--- src/rtl/core/rtos_sched_pkg.sv ---
// Package for the priority/delay task scheduler: request codes, task states,
// transfer structs. No dependencies.
package rtos_sched_pkg;

  typedef enum logic [2:0] {
    REQ_SCHEDULE = 3'd0,
    REQ_READY    = 3'd1,
    REQ_DELAY    = 3'd2,
    REQ_SUSPEND  = 3'd3,
    REQ_RESUME   = 3'd4
  } req_e;

  typedef enum logic [2:0] {
    ST_UNLISTED  = 3'd0,
    ST_READY     = 3'd1,
    ST_WAITING   = 3'd2,
    ST_SUSPENDED = 3'd3,
    ST_RUNNING   = 3'd4
  } task_state_e;

  typedef enum logic [1:0] {
    STAT_OK       = 2'd0,
    STAT_NOTFOUND = 2'd1,
    STAT_QUEUED   = 2'd2
  } status_e;

  typedef enum logic [2:0] {
    FSM_IDLE,
    FSM_WAKE,
    FSM_WAKE_APPLY,
    FSM_PICK,
    FSM_PICK_APPLY,
    FSM_DONE
  } fsm_e;

  typedef struct packed {
    logic [2:0]  req_type;
    logic [3:0]  task_id;
    logic [3:0]  task_priority;
    logic [31:0] wake_time;
    logic [31:0] now;
  } req_t;

  typedef struct packed {
    logic [3:0] running_task;
    logic       running_valid;
    logic [1:0] status;
  } rsp_t;

endpackage

--- src/rtl/core/rtos_sched_cell.sv ---
// One task-table cell: holds state, priority, wake time and arrival rank of a
// task, and takes part in the best-candidate chain. Uses rtos_sched_pkg.
module rtos_sched_cell #(
  parameter int PRIO_BITS = 4,
  parameter int TIME_BITS = 32,
  parameter int ORD_BITS  = 5,
  parameter int IDX_BITS  = 4,
  parameter logic [IDX_BITS-1:0] MY_IDX = '0
) (
  input  logic                                clk_i,
  input  logic                                rst_ni,
  // control, common to all cells
  input  logic                                wr_i,
  input  rtos_sched_pkg::task_state_e         wr_state_i,
  input  logic                                wr_prio_en_i,
  input  logic [PRIO_BITS-1:0]                wr_prio_i,
  input  logic                                wr_wake_en_i,
  input  logic [TIME_BITS-1:0]                wr_wake_i,
  input  logic                                wr_order_en_i,
  input  logic [ORD_BITS-1:0]                 wr_order_i,
  input  logic                                unq_i,
  input  logic [ORD_BITS-1:0]                 unq_rank_i,
  input  logic [TIME_BITS-1:0]                now_i,
  input  logic                                mode_wake_i,
  // chain from the previous cell
  input  logic                                c_valid_i,
  input  logic [IDX_BITS-1:0]                 c_idx_i,
  input  logic [TIME_BITS-1:0]                c_key_i,
  input  logic [ORD_BITS-1:0]                 c_ord_i,
  output logic                                c_valid_o,
  output logic [IDX_BITS-1:0]                 c_idx_o,
  output logic [TIME_BITS-1:0]                c_key_o,
  output logic [ORD_BITS-1:0]                 c_ord_o,
  output rtos_sched_pkg::task_state_e         state_o,
  output logic [ORD_BITS-1:0]                 order_o
);
  import rtos_sched_pkg::*;

  task_state_e          state_q;
  logic [PRIO_BITS-1:0] prio_q;
  logic [TIME_BITS-1:0] wake_q;
  logic [ORD_BITS-1:0]  order_q;
  logic                 queued, cand, better;
  logic [TIME_BITS-1:0] my_key;

  assign queued = (state_q == ST_READY) || (state_q == ST_WAITING);

  always_ff @(posedge clk_i or negedge rst_ni) begin
    if (!rst_ni) begin
      state_q <= ST_UNLISTED;
      prio_q  <= '0;
      wake_q  <= '0;
      order_q <= '0;
    end else begin
      if (unq_i && queued && !wr_i && order_q > unq_rank_i) begin
        order_q <= order_q - 1'b1;
      end
      if (wr_i) begin
        state_q <= wr_state_i;
        if (wr_prio_en_i) prio_q <= wr_prio_i;
        if (wr_wake_en_i) wake_q <= wr_wake_i;
        if (wr_order_en_i) order_q <= wr_order_i;
      end
    end
  end

  // wake mode: smallest wake, then rank; pick mode: highest prio, then rank
  always_comb begin
    if (mode_wake_i) begin
      cand   = (state_q == ST_WAITING) && (wake_q <= now_i);
      my_key = wake_q;
      better = (my_key < c_key_i) || ((my_key == c_key_i) && (order_q < c_ord_i));
    end else begin
      cand   = (state_q == ST_READY);
      my_key = TIME_BITS'(prio_q);
      better = (my_key > c_key_i) || ((my_key == c_key_i) && (order_q < c_ord_i));
    end
  end

  always_comb begin
    if (cand && (!c_valid_i || better)) begin
      c_valid_o = 1'b1;
      c_idx_o   = MY_IDX;
      c_key_o   = my_key;
      c_ord_o   = order_q;
    end else begin
      c_valid_o = c_valid_i;
      c_idx_o   = c_idx_i;
      c_key_o   = c_key_i;
      c_ord_o   = c_ord_i;
    end
  end

  assign state_o = state_q;
  assign order_o = order_q;

endmodule

--- src/rtl/core/rtos_sched_chain.sv ---
// Row of task cells with a registered best-candidate hand-off every four
// cells. Uses rtos_sched_pkg and rtos_sched_cell.
module rtos_sched_chain #(
  parameter int NUM_TASKS = 16,
  parameter int PRIO_BITS = 4,
  parameter int TIME_BITS = 32,
  parameter int ORD_BITS  = 5,
  parameter int IDX_BITS  = 4
) (
  input  logic                        clk_i,
  input  logic                        rst_ni,
  input  logic                        wr_i,
  input  logic [IDX_BITS-1:0]         wr_idx_i,
  input  rtos_sched_pkg::task_state_e wr_state_i,
  input  logic                        wr_prio_en_i,
  input  logic [PRIO_BITS-1:0]        wr_prio_i,
  input  logic                        wr_wake_en_i,
  input  logic [TIME_BITS-1:0]        wr_wake_i,
  input  logic                        wr_order_en_i,
  input  logic [ORD_BITS-1:0]         wr_order_i,
  input  logic                        unq_i,
  input  logic [ORD_BITS-1:0]         unq_rank_i,
  input  logic [TIME_BITS-1:0]        now_i,
  input  logic                        mode_wake_i,
  input  logic                        scan_start_i,
  output logic                        best_valid_o,
  output logic [IDX_BITS-1:0]         best_idx_o,
  output rtos_sched_pkg::task_state_e state_o [NUM_TASKS],
  output logic [ORD_BITS-1:0]         order_o [NUM_TASKS]
);
  import rtos_sched_pkg::*;

  localparam int Seg  = 4;
  localparam int Nseg = (NUM_TASKS + Seg - 1) / Seg;

  logic                 v [1:NUM_TASKS];
  logic [IDX_BITS-1:0]  ix [1:NUM_TASKS];
  logic [TIME_BITS-1:0] ky [1:NUM_TASKS];
  logic [ORD_BITS-1:0]  od [1:NUM_TASKS];

  logic                 rv_q [Nseg];
  logic [IDX_BITS-1:0]  ri_q [Nseg];
  logic [TIME_BITS-1:0] rk_q [Nseg];
  logic [ORD_BITS-1:0]  ro_q [Nseg];

  genvar g;
  generate
    for (g = 0; g < NUM_TASKS; g++) begin : g_cell
      logic                 vi;
      logic [IDX_BITS-1:0]  ii;
      logic [TIME_BITS-1:0] ki;
      logic [ORD_BITS-1:0]  oi;
      if (g == 0) begin : g_head
        assign vi = 1'b0; assign ii = '0; assign ki = '0; assign oi = '0;
      end else if ((g % Seg) == 0) begin : g_reg
        assign vi = rv_q[g/Seg-1]; assign ii = ri_q[g/Seg-1];
        assign ki = rk_q[g/Seg-1]; assign oi = ro_q[g/Seg-1];
      end else begin : g_thru
        assign vi = v[g]; assign ii = ix[g]; assign ki = ky[g]; assign oi = od[g];
      end
      rtos_sched_cell #(
        .PRIO_BITS(PRIO_BITS), .TIME_BITS(TIME_BITS), .ORD_BITS(ORD_BITS),
        .IDX_BITS(IDX_BITS), .MY_IDX(IDX_BITS'(g))
      ) u_cell (
        .clk_i, .rst_ni,
        .wr_i(wr_i && (wr_idx_i == IDX_BITS'(g))),
        .wr_state_i, .wr_prio_en_i, .wr_prio_i, .wr_wake_en_i, .wr_wake_i,
        .wr_order_en_i, .wr_order_i, .unq_i, .unq_rank_i, .now_i, .mode_wake_i,
        .c_valid_i(vi), .c_idx_i(ii), .c_key_i(ki), .c_ord_i(oi),
        .c_valid_o(v[g+1]), .c_idx_o(ix[g+1]), .c_key_o(ky[g+1]), .c_ord_o(od[g+1]),
        .state_o(state_o[g]), .order_o(order_o[g])
      );
    end
    for (g = 0; g < Nseg; g++) begin : g_seg
      localparam int Last = ((g + 1) * Seg < NUM_TASKS) ? (g + 1) * Seg : NUM_TASKS;
      always_ff @(posedge clk_i or negedge rst_ni) begin
        if (!rst_ni) begin
          rv_q[g] <= 1'b0;
        end else if (scan_start_i) begin
          rv_q[g] <= 1'b0;
        end else begin
          rv_q[g] <= v[Last];
        end
      end
      always_ff @(posedge clk_i) begin
        ri_q[g] <= ix[Last];
        rk_q[g] <= ky[Last];
        ro_q[g] <= od[Last];
      end
    end
  endgenerate

  assign best_valid_o = rv_q[Nseg-1];
  assign best_idx_o   = ri_q[Nseg-1];

endmodule

--- src/rtl/core/rtos_priority_delay_scheduler.sv ---
// Top level of the priority/delay task scheduler: request decode, sequencer
// and the task cell chain. Uses rtos_sched_pkg and rtos_sched_chain.
//
// Channel   Dir  Handshake             Payload
// request   in   start & !busy         req_i   (req_t)
// result    out  done_o, one cycle     rsp_o   (rsp_t)
//
// A plain request passes through the done state; done_o is registered from it.
// Schedule, and suspend of the running task, first run one wake scan per
// woken task and a last wake scan that finds none, then a pick scan; each
// chain scan settles through one register per four cells.
// Reset clears all task state; no clearing pass. busy stalls requests and
// drops in the done_o cycle; the receiver cannot stall results.
module rtos_priority_delay_scheduler #(
  parameter int NUM_TASKS = 16,
  parameter int PRIO_BITS = 4,
  parameter int TIME_BITS = 32
) (
  input  logic                   clk_i,
  input  logic                   rst_ni,
  input  logic                   start,
  output logic                   busy,
  input  rtos_sched_pkg::req_t   req_i,
  output logic                   done_o,
  output rtos_sched_pkg::rsp_t   rsp_o
);
  import rtos_sched_pkg::*;

  localparam int IdxBits = (NUM_TASKS <= 2) ? 1 : $clog2(NUM_TASKS);
  localparam int OrdBits = $clog2(NUM_TASKS + 1);
  localparam int Nseg    = (NUM_TASKS + 3) / 4;
  localparam int CntBits = $clog2(Nseg + 1);

  fsm_e                  st_q, st_d;
  logic [IdxBits-1:0]    run_q;
  logic                  run_v_q;
  logic [OrdBits-1:0]    cnt_q;
  logic [1:0]            status_q;
  logic [TIME_BITS-1:0]  now_q;
  logic [CntBits-1:0]    wait_q;
  logic                  done_q;

  logic                  wr;
  logic [IdxBits-1:0]    wr_idx;
  task_state_e           wr_state;
  logic                  wr_prio_en, wr_wake_en, wr_order_en, unq;
  logic [OrdBits-1:0]    wr_order, unq_rank;
  logic                  mode_wake, scan_start;
  logic                  best_v;
  logic [IdxBits-1:0]    best_i;
  task_state_e           states [NUM_TASKS];
  logic [OrdBits-1:0]    orders [NUM_TASKS];

  logic                  accept;
  logic                  id_ok;
  logic [IdxBits-1:0]    tid;
  task_state_e           tst;
  logic                  do_sched;

  assign accept = start && !busy;
  assign busy   = (st_q != FSM_IDLE);
  assign id_ok  = ({28'd0, req_i.task_id} < 32'(NUM_TASKS));
  assign tid    = IdxBits'(req_i.task_id);
  assign tst    = states[tid];

  always_comb begin
    do_sched = 1'b0;
    if (accept) begin
      if (req_i.req_type == REQ_SCHEDULE) do_sched = 1'b1;
      if (req_i.req_type == REQ_SUSPEND && id_ok && tst == ST_RUNNING) do_sched = 1'b1;
    end
  end

  // next state
  always_comb begin
    st_d = st_q;
    case (st_q)
      FSM_IDLE:       if (accept) st_d = do_sched ? FSM_WAKE : FSM_DONE;
      FSM_WAKE:       if (wait_q == CntBits'(Nseg)) st_d = best_v ? FSM_WAKE_APPLY : FSM_PICK;
      FSM_WAKE_APPLY: st_d = FSM_WAKE;
      FSM_PICK:       if (wait_q == CntBits'(Nseg)) st_d = FSM_PICK_APPLY;
      FSM_PICK_APPLY: st_d = FSM_DONE;
      FSM_DONE:       st_d = FSM_IDLE;
      default:        st_d = FSM_IDLE;
    endcase
  end

  // cell write controls
  always_comb begin
    wr = 1'b0; wr_idx = tid; wr_state = ST_UNLISTED;
    wr_prio_en = 1'b0; wr_wake_en = 1'b0; wr_order_en = 1'b0;
    wr_order = cnt_q; unq = 1'b0; unq_rank = orders[tid];
    mode_wake = (st_q == FSM_WAKE);
    scan_start = 1'b0;
    case (st_q)
      FSM_IDLE: begin
        scan_start = 1'b1;
        if (accept && id_ok) begin
          case (req_i.req_type)
            REQ_READY, REQ_DELAY: begin
              if (tst == ST_UNLISTED || tst == ST_RUNNING) begin
                wr = 1'b1; wr_order_en = 1'b1;
                if (req_i.req_type == REQ_READY) begin
                  wr_state = ST_READY; wr_prio_en = 1'b1;
                end else begin
                  wr_state = ST_WAITING; wr_wake_en = 1'b1;
                end
              end
            end
            REQ_SUSPEND: begin
              if (tst == ST_RUNNING) begin
                wr = 1'b1; wr_state = ST_SUSPENDED;
              end else if (tst == ST_READY || tst == ST_WAITING) begin
                wr = 1'b1; wr_state = ST_SUSPENDED; unq = 1'b1;
              end
            end
            REQ_RESUME: begin
              if (tst == ST_SUSPENDED) begin
                wr = 1'b1; wr_state = ST_READY; wr_order_en = 1'b1;
              end
            end
            default: ;
          endcase
        end
      end
      FSM_WAKE_APPLY: begin
        // dequeue and re-file as newest ready; rank becomes cnt-1 after shift
        wr = 1'b1; wr_idx = best_i; wr_state = ST_READY;
        wr_order_en = 1'b1; wr_order = cnt_q - 1'b1;
        unq = 1'b1; unq_rank = orders[best_i];
        scan_start = 1'b1;
      end
      FSM_PICK_APPLY: begin
        if (best_v) begin
          wr = 1'b1; wr_idx = best_i; wr_state = ST_RUNNING;
          unq = 1'b1; unq_rank = orders[best_i];
        end
      end
      FSM_WAKE: begin
        if (wait_q == CntBits'(Nseg) && !best_v && run_v_q) begin
          wr = 1'b1; wr_idx = run_q; wr_state = ST_READY;
          wr_order_en = 1'b1;
        end
        if (wait_q == CntBits'(Nseg)) scan_start = 1'b1;
      end
      default: ;
    endcase
  end

  always_ff @(posedge clk_i or negedge rst_ni) begin
    if (!rst_ni) begin
      st_q     <= FSM_IDLE;
      run_q    <= '0;
      run_v_q  <= 1'b0;
      cnt_q    <= '0;
      status_q <= STAT_OK;
      wait_q   <= '0;
      done_q   <= 1'b0;
      now_q    <= '0;
    end else begin
      st_q   <= st_d;
      done_q <= (st_q == FSM_DONE);
      if (st_d != st_q || st_q == FSM_WAKE_APPLY) wait_q <= '0;
      else if (wait_q != CntBits'(Nseg)) wait_q <= wait_q + 1'b1;
      if (st_q == FSM_IDLE && accept) begin
        now_q    <= TIME_BITS'(req_i.now);
        status_q <= STAT_OK;
        if (req_i.req_type != REQ_SCHEDULE && req_i.req_type <= REQ_RESUME) begin
          if (!id_ok) begin
            status_q <= STAT_NOTFOUND;
          end else begin
            case (req_i.req_type)
              REQ_READY, REQ_DELAY: begin
                if (tst == ST_UNLISTED || tst == ST_RUNNING) begin
                  cnt_q <= cnt_q + 1'b1;
                  if (tst == ST_RUNNING) run_v_q <= 1'b0;
                end else begin
                  status_q <= STAT_QUEUED;
                end
              end
              REQ_SUSPEND: begin
                if (tst == ST_RUNNING) run_v_q <= 1'b0;
                else if (tst == ST_READY || tst == ST_WAITING) cnt_q <= cnt_q - 1'b1;
                else status_q <= STAT_NOTFOUND;
              end
              REQ_RESUME: begin
                if (tst == ST_SUSPENDED) cnt_q <= cnt_q + 1'b1;
                else status_q <= STAT_NOTFOUND;
              end
              default: ;
            endcase
          end
        end
      end
      if (st_q == FSM_WAKE && wait_q == CntBits'(Nseg) && !best_v && run_v_q) begin
        cnt_q   <= cnt_q + 1'b1;
        run_v_q <= 1'b0;
      end
      if (st_q == FSM_PICK_APPLY && best_v) begin
        cnt_q   <= cnt_q - 1'b1;
        run_q   <= best_i;
        run_v_q <= 1'b1;
      end
    end
  end

  rtos_sched_chain #(
    .NUM_TASKS(NUM_TASKS), .PRIO_BITS(PRIO_BITS), .TIME_BITS(TIME_BITS),
    .ORD_BITS(OrdBits), .IDX_BITS(IdxBits)
  ) u_chain (
    .clk_i, .rst_ni,
    .wr_i(wr), .wr_idx_i(wr_idx), .wr_state_i(wr_state),
    .wr_prio_en_i(wr_prio_en), .wr_prio_i(PRIO_BITS'(req_i.task_priority)),
    .wr_wake_en_i(wr_wake_en), .wr_wake_i(TIME_BITS'(req_i.wake_time)),
    .wr_order_en_i(wr_order_en), .wr_order_i(wr_order),
    .unq_i(unq), .unq_rank_i(unq_rank), .now_i(now_q),
    .mode_wake_i(mode_wake), .scan_start_i(scan_start),
    .best_valid_o(best_v), .best_idx_o(best_i),
    .state_o(states), .order_o(orders)
  );

  assign done_o              = done_q;
  assign rsp_o.running_task  = run_v_q ? 4'(run_q) : 4'd0;
  assign rsp_o.running_valid = run_v_q;
  assign rsp_o.status        = status_q;

  a_done_idle: assert property (@(posedge clk_i) disable iff (!rst_ni)
    done_o |-> st_q == FSM_IDLE) else $error("done outside idle");
  a_done_pulse: assert property (@(posedge clk_i) disable iff (!rst_ni)
    done_o |=> !done_o) else $error("done held for more than one cycle");
  a_run_state: assert property (@(posedge clk_i) disable iff (!rst_ni)
    (done_o && run_v_q) |-> states[run_q] == ST_RUNNING)
    else $error("running task not in running state");

endmodule

--- config.mk ---
export PLATFORM = sky130hd
export DESIGN_NAME = rtos_priority_delay_scheduler
export DESIGN_NICKNAME = d
export VERILOG_FILES = /design/src/rtl/core/rtos_sched_pkg.sv /design/src/rtl/core/rtos_sched_cell.sv /design/src/rtl/core/rtos_sched_chain.sv /design/src/rtl/core/rtos_priority_delay_scheduler.sv
export SDC_FILE = /design/constraint.sdc
export NUM_CORES = 2
export LEC_CHECK = 0
export BUFFER_PORTS_ARGS = -buffer_cell sky130_fd_sc_hd__buf_2
export CAP_MARGIN = 20
export CORE_UTILIZATION = 59
export CTS_CLUSTER_DIAMETER = 120
export DETAILED_ROUTE_END_ITERATION = 12
export PLACE_DENSITY = 0.78
export SLEW_MARGIN = 20
export SYNTH_ARGS = -nofsm -noshare
export SYNTH_HDL_FRONTEND = slang
export SYNTH_SLANG_ARGS = --single-unit
--- constraint.sdc ---
create_clock -name clk_i -period 11.6 [get_ports clk_i]
set_input_delay 0 -clock clk_i [delete_from_list [all_inputs] [get_ports clk_i]]
set_output_delay 0 -clock clk_i [all_outputs]
set_load 0.02 [all_outputs]
# Yosys cells after proc, flatten, opt, wreduce, memory -nomap -nowiden
# Memory sizes are Yosys's and may differ from the RTL's.
# Index checks and enable logic that the tools add are counted.
[word_totals] register_bits=759 latch_bits=0 ram_bits=164 mem_bits_ro=0 inputBits=78 output_inout_bits=9 wordCells=805 mem_count=3
[mem_list] name="u_chain.rk_q" depth=4 word_bits=32 read_ports=3 rd_ports_with_merged_regs=0 wr=4 line_no="rtos_sched_chain.sv:43" text="logic [TIME_BITS-1:0] rk_q [Nseg];"
[mem_list] name="u_chain.ro_q" depth=4 word_bits=5 read_ports=3 rd_ports_with_merged_regs=0 wr=4 line_no="rtos_sched_chain.sv:44" text="logic [ORD_BITS-1:0] ro_q [Nseg];"
[mem_list] name="u_chain.ri_q" depth=4 word_bits=4 read_ports=4 rd_ports_with_merged_regs=0 wr=4 line_no="rtos_sched_chain.sv:42" text="logic [IDX_BITS-1:0] ri_q [Nseg];"
[classes] addsub=19 mul=0 div=0 magnitude_cmp=80 n_eq_ne=97 shifts=0 muxes=249 bitwise=2 n_reduce_logical=279
[op_table] cell="$mux W32" count=32
[op_table] cell="$le A32 B32 Y1" count=16
[op_table] cell="$eq A32 B32 Y1" count=15
[op_table] cell="$eq A4 B32 Y1" count=15
[op_table] cell="$gt A4 B32 Y1" count=15
[op_table] cell="$lt A32 B32 Y1" count=15
[op_table] cell="$mux W5" count=78
[op_table] cell="$logic_and A1 B1 Y1" count=135
[op_table] cell="$mux W1" count=89
[op_table] cell="$sub A5 B1 Y5 const B" count=17
[op_table] cell="$gt A5 B5 Y1" count=16
[op_table] cell="$lt A5 B5 Y1" count=15
[op_table] cell="$mux W4" count=17
[op_table] cell="$eq A3 B2 Y1 const B" count=22
[op_table] cell="$logic_or A1 B1 Y1" count=64
[op_table] cell="$reduce_and A2 Y1" count=32
[op_table] cell="$eq A3 B1 Y1 const B" count=19
[op_table] cell="$bmux W5 S4" count=2
[op_table] cell="$logic_not A1 Y1" count=33
[op_table] cell="$eq A4 B4 Y1 const B" count=8
[op_table] cell="$mux W3" count=9
[op_table] cell="$eq A4 B3 Y1 const B" count=4
[op_table] cell="$eq A3 B3 Y1 const B" count=5
[op_table] cell="$pmux W3 S5" count=1
[op_table] cell="other kinds (31)" count=52

# Depth between registers and ports, before layout
# An unclocked memory read counts as a cell.
[depth] ltp_word=30 depth_mapped=72 mapped_depth_nobuf=61

# Cells and area by module
# From an unflattened synthesis, not the netlist that was laid out.
[unflattened] hier_cells=8369 area_unflattened_um2=77339.2
[by_module_without_submodules] module="rtos_sched_cell at u_chain.g_cell[11].u_cell ..." instances=5 cells_each=487 area_per_inst_um2=4386.7 seq_area_each_um2=1101.1
[by_module_without_submodules] module="rtos_sched_cell at u_chain.g_cell[10].u_cell ..." instances=5 cells_each=487 area_per_inst_um2=4385.5 seq_area_each_um2=1101.1
[by_module_without_submodules] module="rtos_sched_cell at u_chain.g_cell[0].u_cell ..." instances=5 cells_each=487 area_per_inst_um2=4384.2 seq_area_each_um2=1101.1
[by_module_without_submodules] module="rtos_sched_cell at u_chain.g_cell[9].u_cell" instances=1 cells_each=490 area_per_inst_um2=4396.7 seq_area_each_um2=1101.1
[by_module_without_submodules] module="rtos_priority_delay_scheduler" instances=1 cells_each=409 area_per_inst_um2=4337.9 seq_area_each_um2=1276.2
[by_module_without_submodules] module="rtos_sched_chain" instances=1 cells_each=165 area_per_inst_um2=2822.7 seq_area_each_um2=2642.5

# Least setup slack after synthesis
# OpenSTA, ideal clock, no wires.
[synth_path] kind="reg-to-reg" from="reg now_q[22]" to="mem u_chain.rk_q[1][28]" setup_time_ns=0.117 t_arrival_ns=12.435 required_time_ns=11.483 setup_slack_ns=-0.952 stages_incl_launch_ff=62 n_path_buf=13 period_less_slack_ns=12.552 cell_sequence="dfrtp_1 inv_1 ha_1 and4_1 nor4bb_1 a311oi_1 a31oi_1 a21oi_4 o21ai_1 buf_2 clkbuf_1 clkbuf_1 buf_1 clkbuf_1 buf_1 a21oi_1 ha_1 nand2_1 (+26 left out) o21ai_0 nand2b_1 a21oi_1 nor2b_1 o21ai_0 nand2b_1 a21oi_1 nor2b_1 o21ai_0 o211ai_1 a211o_1 o21ai_0 or3_1 and2_1 o21ai_1 buf_2 buf_6 a22o_1"
[synth_lines] item="from (decl)" line_no="rtos_priority_delay_scheduler.sv:39" text="logic [TIME_BITS-1:0] now_q;"
[synth_lines] item="from (signal assigned)" line_no="rtos_priority_delay_scheduler.sv:166" text="now_q <= TIME_BITS'(req_i.now);"
[synth_lines] item="to (decl)" line_no="rtos_sched_chain.sv:43"

==> results.txt <==
----------------------------------------------------
[Run status]
  Outcome ... completed

[Route]
  Total wirelength of the detailed-routed design ... around 300 mm
  Highest layer used for signal routing ... met5
  Vias after detailed routing ... approximately 67000
  Detailed-routed wire length on met2 ... between 100 and 150 mm
  Number of violations reported at the end of detailed-routing iteration 0 ... approximately 8900
  ANT nets after route ... 0
  Wl on met1 ... 103 mm
  Mean routed wirelength per cell ... 30.6 um
  Mean number of vias per cell ... 7.00
  Number of design rule violations left after detail routing ... 0
  Count of TritonRoute iterations in the first routing pass ... 8
  Met3 Routed Length ... 37.4 mm

[Setup path]
  Cell mode on critical path ... buf_4
  Arrival time of data at the critical path endpoint ... between 10 and 15 ns
  Cell with the largest stage delay on the worst path ... dfrtp_1
  Origin of the critical flop-to-flop path ... st_q[2]
  R2r endpoint ... u_chain.ri_q[3][0]
  Required time at the worst-slack endpoint ... 12.23 ns
  Largest stage delay on the critical path ... ~0.39 ns
  Worst Path Class, Setup ... flop to flop
  Sort of element at the end of the critical path ... flop
  R2R Setup Slk ... 0.15 ns
  Crit path launch type ... flop
  Maximum fanout along the worst path ... 31
  Number of cells on the worst reg-to-reg path ... 57

[Global route]
  Maximum number of pins on one net before global-route repair ... 170
  Vias in the first global route ... ~64000
  Antenna violations before repair ... 34
  Final global-route overflow total ... 0
  Wire length of the first global-routing pass ... 422 mm
  Global Route Usage Sum ... 0.474

[Finish]
  Total of fill cells in the finished design ... 9044
  Share of layout cells above drive strength 1 ... 0.211
  Fin area ... 81400 um2
  Area growth from synthesis to layout ... 16.1%
  Filler-free cell count of the finished design ... 9537
  Net count, final ... 9153

[Die]
  Die area ... 120000 um2
  Area inside the core boundary ... 118000 um2
  DIE WIDTH ... 347 um
  Die boundary height ... between 300 and 400 um
  Standard-cell row count ... 126
  Top-level port count ... between 80 and 90
  Initial core utilization ... 0.594

[Place]
  Number of placed instances with taps included ... 9176
  Post-placement cell area ... 75700 um2
  Number of buffer cells added on primary ports ... between 80 and 90
  Gpl congestion ... 1.06
  Sum of net half-perimeters after detailed placement ... 213 mm

[Pwr]
  Logic gate share of total power ... 0.510
  Highest ir drop seen on vdd ... 0.130 mV
  Internal power ... 7.79 mW
  Overall Power ... 14.4 mW
  Fraction of power consumed by the clock network ... 0.241
  Switching portion of total power ... 0.457
  Switching power summed over all nets ... approximately 6.6 mW
  Total power per unit cell area ... 176 nW/um2
  Power share of the sequential group ... 0.249
  Total leakage power ... 40.1 nW

[STA]
  Max-slew headroom ... 0.163
  Highest attainable clock frequency ... 0.0873 GHz
  Final setup fails ... 0
  Number of endpoints with negative hold slack in the final report ... 0
  Final Cycle Share ... 0.987
  Number of slew-limit violations in the final report ... 0
  Worst Max-Slew Pin Slew ... 1.25 ns
  Setup TNS ... 0 ns
  Worst clock skew ... 0.0311 ns
  Min Tclk post-route ... 11.45 ns

[Min path]
  Worst hold stages ... 4
  End point of the most critical hold path ... now_q[7]
  Startpoint of the tightest hold check path ... req_i[7]
  Path category of the worst min-delay check ... input port to flop

[Synthesis]
  Cell area after synthesis ... 70100 um2
  Yosys warning total ... 0
  Register area share after synthesis ... 0.306
  Share of synthesized flip-flops with an asynchronous set or reset ... 0.860
  Multiplexer share of the synthesized area ... 0.131
  Post-Synth Adder-Cell Area ... 0.215
  Flip-flop cell with the highest count after synthesis ... dfrtp_1
  Synthesized Nets ... 8624
  Number of synthesized flops with an enable pin ... 0
  Synthesized flop and latch total ... 883
  Share of synthesized cell area in and, or, nand and nor gates ... 0.139
  Post-synthesis compound-gate area fraction ... 0.165
  Post-synthesis share of cell area spent on xor and xnor gates ... 0.00887
  Mapped Avg Cell Area ... 9.54 um2
  Post-synthesis instance total ... 7346
  Count of unique library cells instantiated by Yosys ... 96
  Largest family of logic cells by synthesized area ... adder cells

[Clocking]
  CTS Root Cell ... clkbuf_16
  Max clock buf depth ... 3
  CTS tree ... done
  CTS sink count ... around 880
  Clock latency of the later-clocked register in the worst-skew pair ... 0.77 ns
  Clock slew at the register clock pins of the worst setup and hold paths ... around 0.06 ns
  Deepest level of the CTS H-tree ... 3
  Cts bufs inserted ... between 100 and 150

[Job]
  Count of max-cap constraint violations ... 0

----------------------------------------------------
-- stage by stage --
stage	setup WS (ns)	util	hold slack (ns)
floorplan	0.0387	-	-0.296
global placement	-0.699	0.642	0.0386
detailed placement	-0.372	0.642	0.0581
CTS	-0.0213	0.678	0.00628
global route	-0.160	0.690	0.0123
finish	0.150	0.690	0.0353
-- worst max-delay path by stage --
stage | to | start | slack, ns | depth (start not counted)
finish | u_chain.ri_q[3][0] | st_q[2] | 0.15 | 57
global route | u_chain.ro_q[2][1] | now_q[28] | -0.16 | 61
CTS | u_chain.rk_q[1][2] | now_q[28] | -0.02 | 51
detailed placement | u_chain.rk_q[1][2] | now_q[21] | -0.37 | 51
global placement | u_chain.rk_q[1][2] | now_q[21] | -0.70 | 50
floorplan | u_chain.rk_q[0][3] | st_q[2] | 0.04 | 62
-- cells in the mapped netlist (56+ instances only) --
cell | number | area, um2
a21o_1 | 253 | 1900
a21oi_1 | 489 | 2450
a31oi_1 | 180 | 1130
buf_1 | 65 | 244
clkbuf_1 | 196 | 736
dfrtp_1 | 759 | 19000
dfxtp_1 | 124 | 2480
ha_1 | 1200 | 15000
inv_1 | 355 | 1330
mux2_2 | 611 | 6880
mux2i_1 | 81 | 811
mux4_2 | 65 | 1460
nand2_1 | 524 | 1970
nand2b_1 | 119 | 744
nand3_1 | 144 | 721
nand4_1 | 235 | 1470
nor2_1 | 474 | 1780
nor2b_1 | 148 | 926
nor3_1 | 84 | 420
nor4_1 | 57 | 357
o21a_1 | 82 | 616
o21ai_0 | 413 | 2070
xnor2_1 | 56 | 490
-- worst max-delay path: cells and delay by family (launching register included) --
family	cells	cell delay [ns]
flops	1	0.39
compound gates	28	4.98
buf+inv	11	2.30
simple gates	15	2.54
fa+ha+maj	3	0.98
-- layout by cell type, fill, tap and decap left out, types with 24 or more instances in the layout --
| cell type | netlist | routed |
|---|---|---|
| mux2_2 | 611 | 611 |
| a211oi_1 | 38 | 33 |
| buf_2 | 32 | 85 |
| nand2_1 | 524 | 522 |
| and2_1 | 33 | 31 |
| a21oi_1 | 489 | 465 |
| a22o_1 | 28 | 28 |
| clkbuf_16 | 0 | 118 |
| nor2b_1 | 148 | 148 |
| diode_2 | 0 | 38 |
| mux4_2 | 65 | 65 |
| nand4_1 | 235 | 235 |
| o211ai_1 | 26 | 26 |
| and4_1 | 38 | 38 |
| xnor2_1 | 56 | 56 |
| dfrtp_1 | 759 | 759 |
| dlygate4sd3_1 | 0 | 67 |
| ha_1 | 1200 | 1199 |
| o21a_1 | 82 | 82 |
| o2bb2ai_1 | 29 | 28 |
| buf_12 | 0 | 36 |
| a31oi_1 | 180 | 164 |
| and3_1 | 29 | 29 |
| a22oi_1 | 38 | 37 |
| nor2_1 | 474 | 450 |
| clkinv_2 | 0 | 24 |
| dfxtp_1 | 124 | 124 |
| nand3_1 | 144 | 139 |
| mux2i_1 | 81 | 77 |
| a21o_1 | 253 | 253 |
| nor4_1 | 57 | 47 |
| inv_1 | 355 | 350 |
| o21ai_0 | 413 | 386 |
| nor3_1 | 84 | 82 |
| buf_4 | 1 | 500 |
| nand2b_1 | 119 | 119 |
-- area by class of cell --
cell class,count,area [um2],share of cell area
antenna,38,95.1,0.00117
clock buffer,149,3070,0.0377
clock inverter,44,447,0.00549
inverter,356,1350,0.0166
multi-input combinational,5815,47000,0.578
sequential,883,21500,0.264
tap,1536,1920,0.0236
timing repair buffer,716,6030,0.0741
-- kinds of logic after synthesis --
kind of cell | count (synthesis)
xor gates and xnor gates | 71
DFF | 883
adders and majority gates | 1203
AOI/OAI and AO/OA | 1814
muxes | 759
buffers and inverters | 651
and+or+nand+nor | 1965
-- state kept, by name (all words and copies together), names as in the netlist --
signal	flops
u_chain.ro_q	15
u_chain.g_cell.u_cell.state_o	48
u_chain.g_cell.u_cell.wake_q	512
u_chain.rk_q	96
u_chain.g_cell.vi	3
cnt_q	5
now_q	32
done_o	1
wait_q	3
u_chain.ri_q	13
run_q	4
u_chain.g_cell.u_cell.order_o	80
st_q	3
u_chain.best_valid_o	1
u_chain.g_cell.u_cell.prio_q	64
run_v_q	1
status_q	2
-- routing by layer --
| layer | GRT usage | vias up |
|---|---|---|
| li1 | - | 28557 |
| met5 | 0 | - |
| met2 | 0.690 | 4617 |
| met1 | 0.562 | 32149 |
| met3 | 0.161 | 1457 |
| met4 | 0.400 | 12 |
-- what timing repair did --
| item | 4_1_cts | 5_1_grt |
|---|---|---|
| gates cloned | 0 | 11 |
| resized for setup | 7 | 176 |
| pin swaps | 0 | 49 |
| endpoints found under the setup margin | 56 | 124 |
| hold endpoints to repair | 269 | 0 |
| hold buffers | 68 | 0 |
| buffers inserted | 5 | 45 |
-- power by group through the flow --
stage | logic, mW | registers, mW | clock network [mW]
global route | 7.64 | 3.58 | 3.58
global placement | 6.47 | 3.60 | 0
detailed placement | 6.64 | 3.60 | 0
finish | 7.32 | 3.57 | 3.46
floorplan | 3.63 | 3.49 | 0
CTS | 6.74 | 3.55 | 3.46
(Power assumes the default switching activity.)
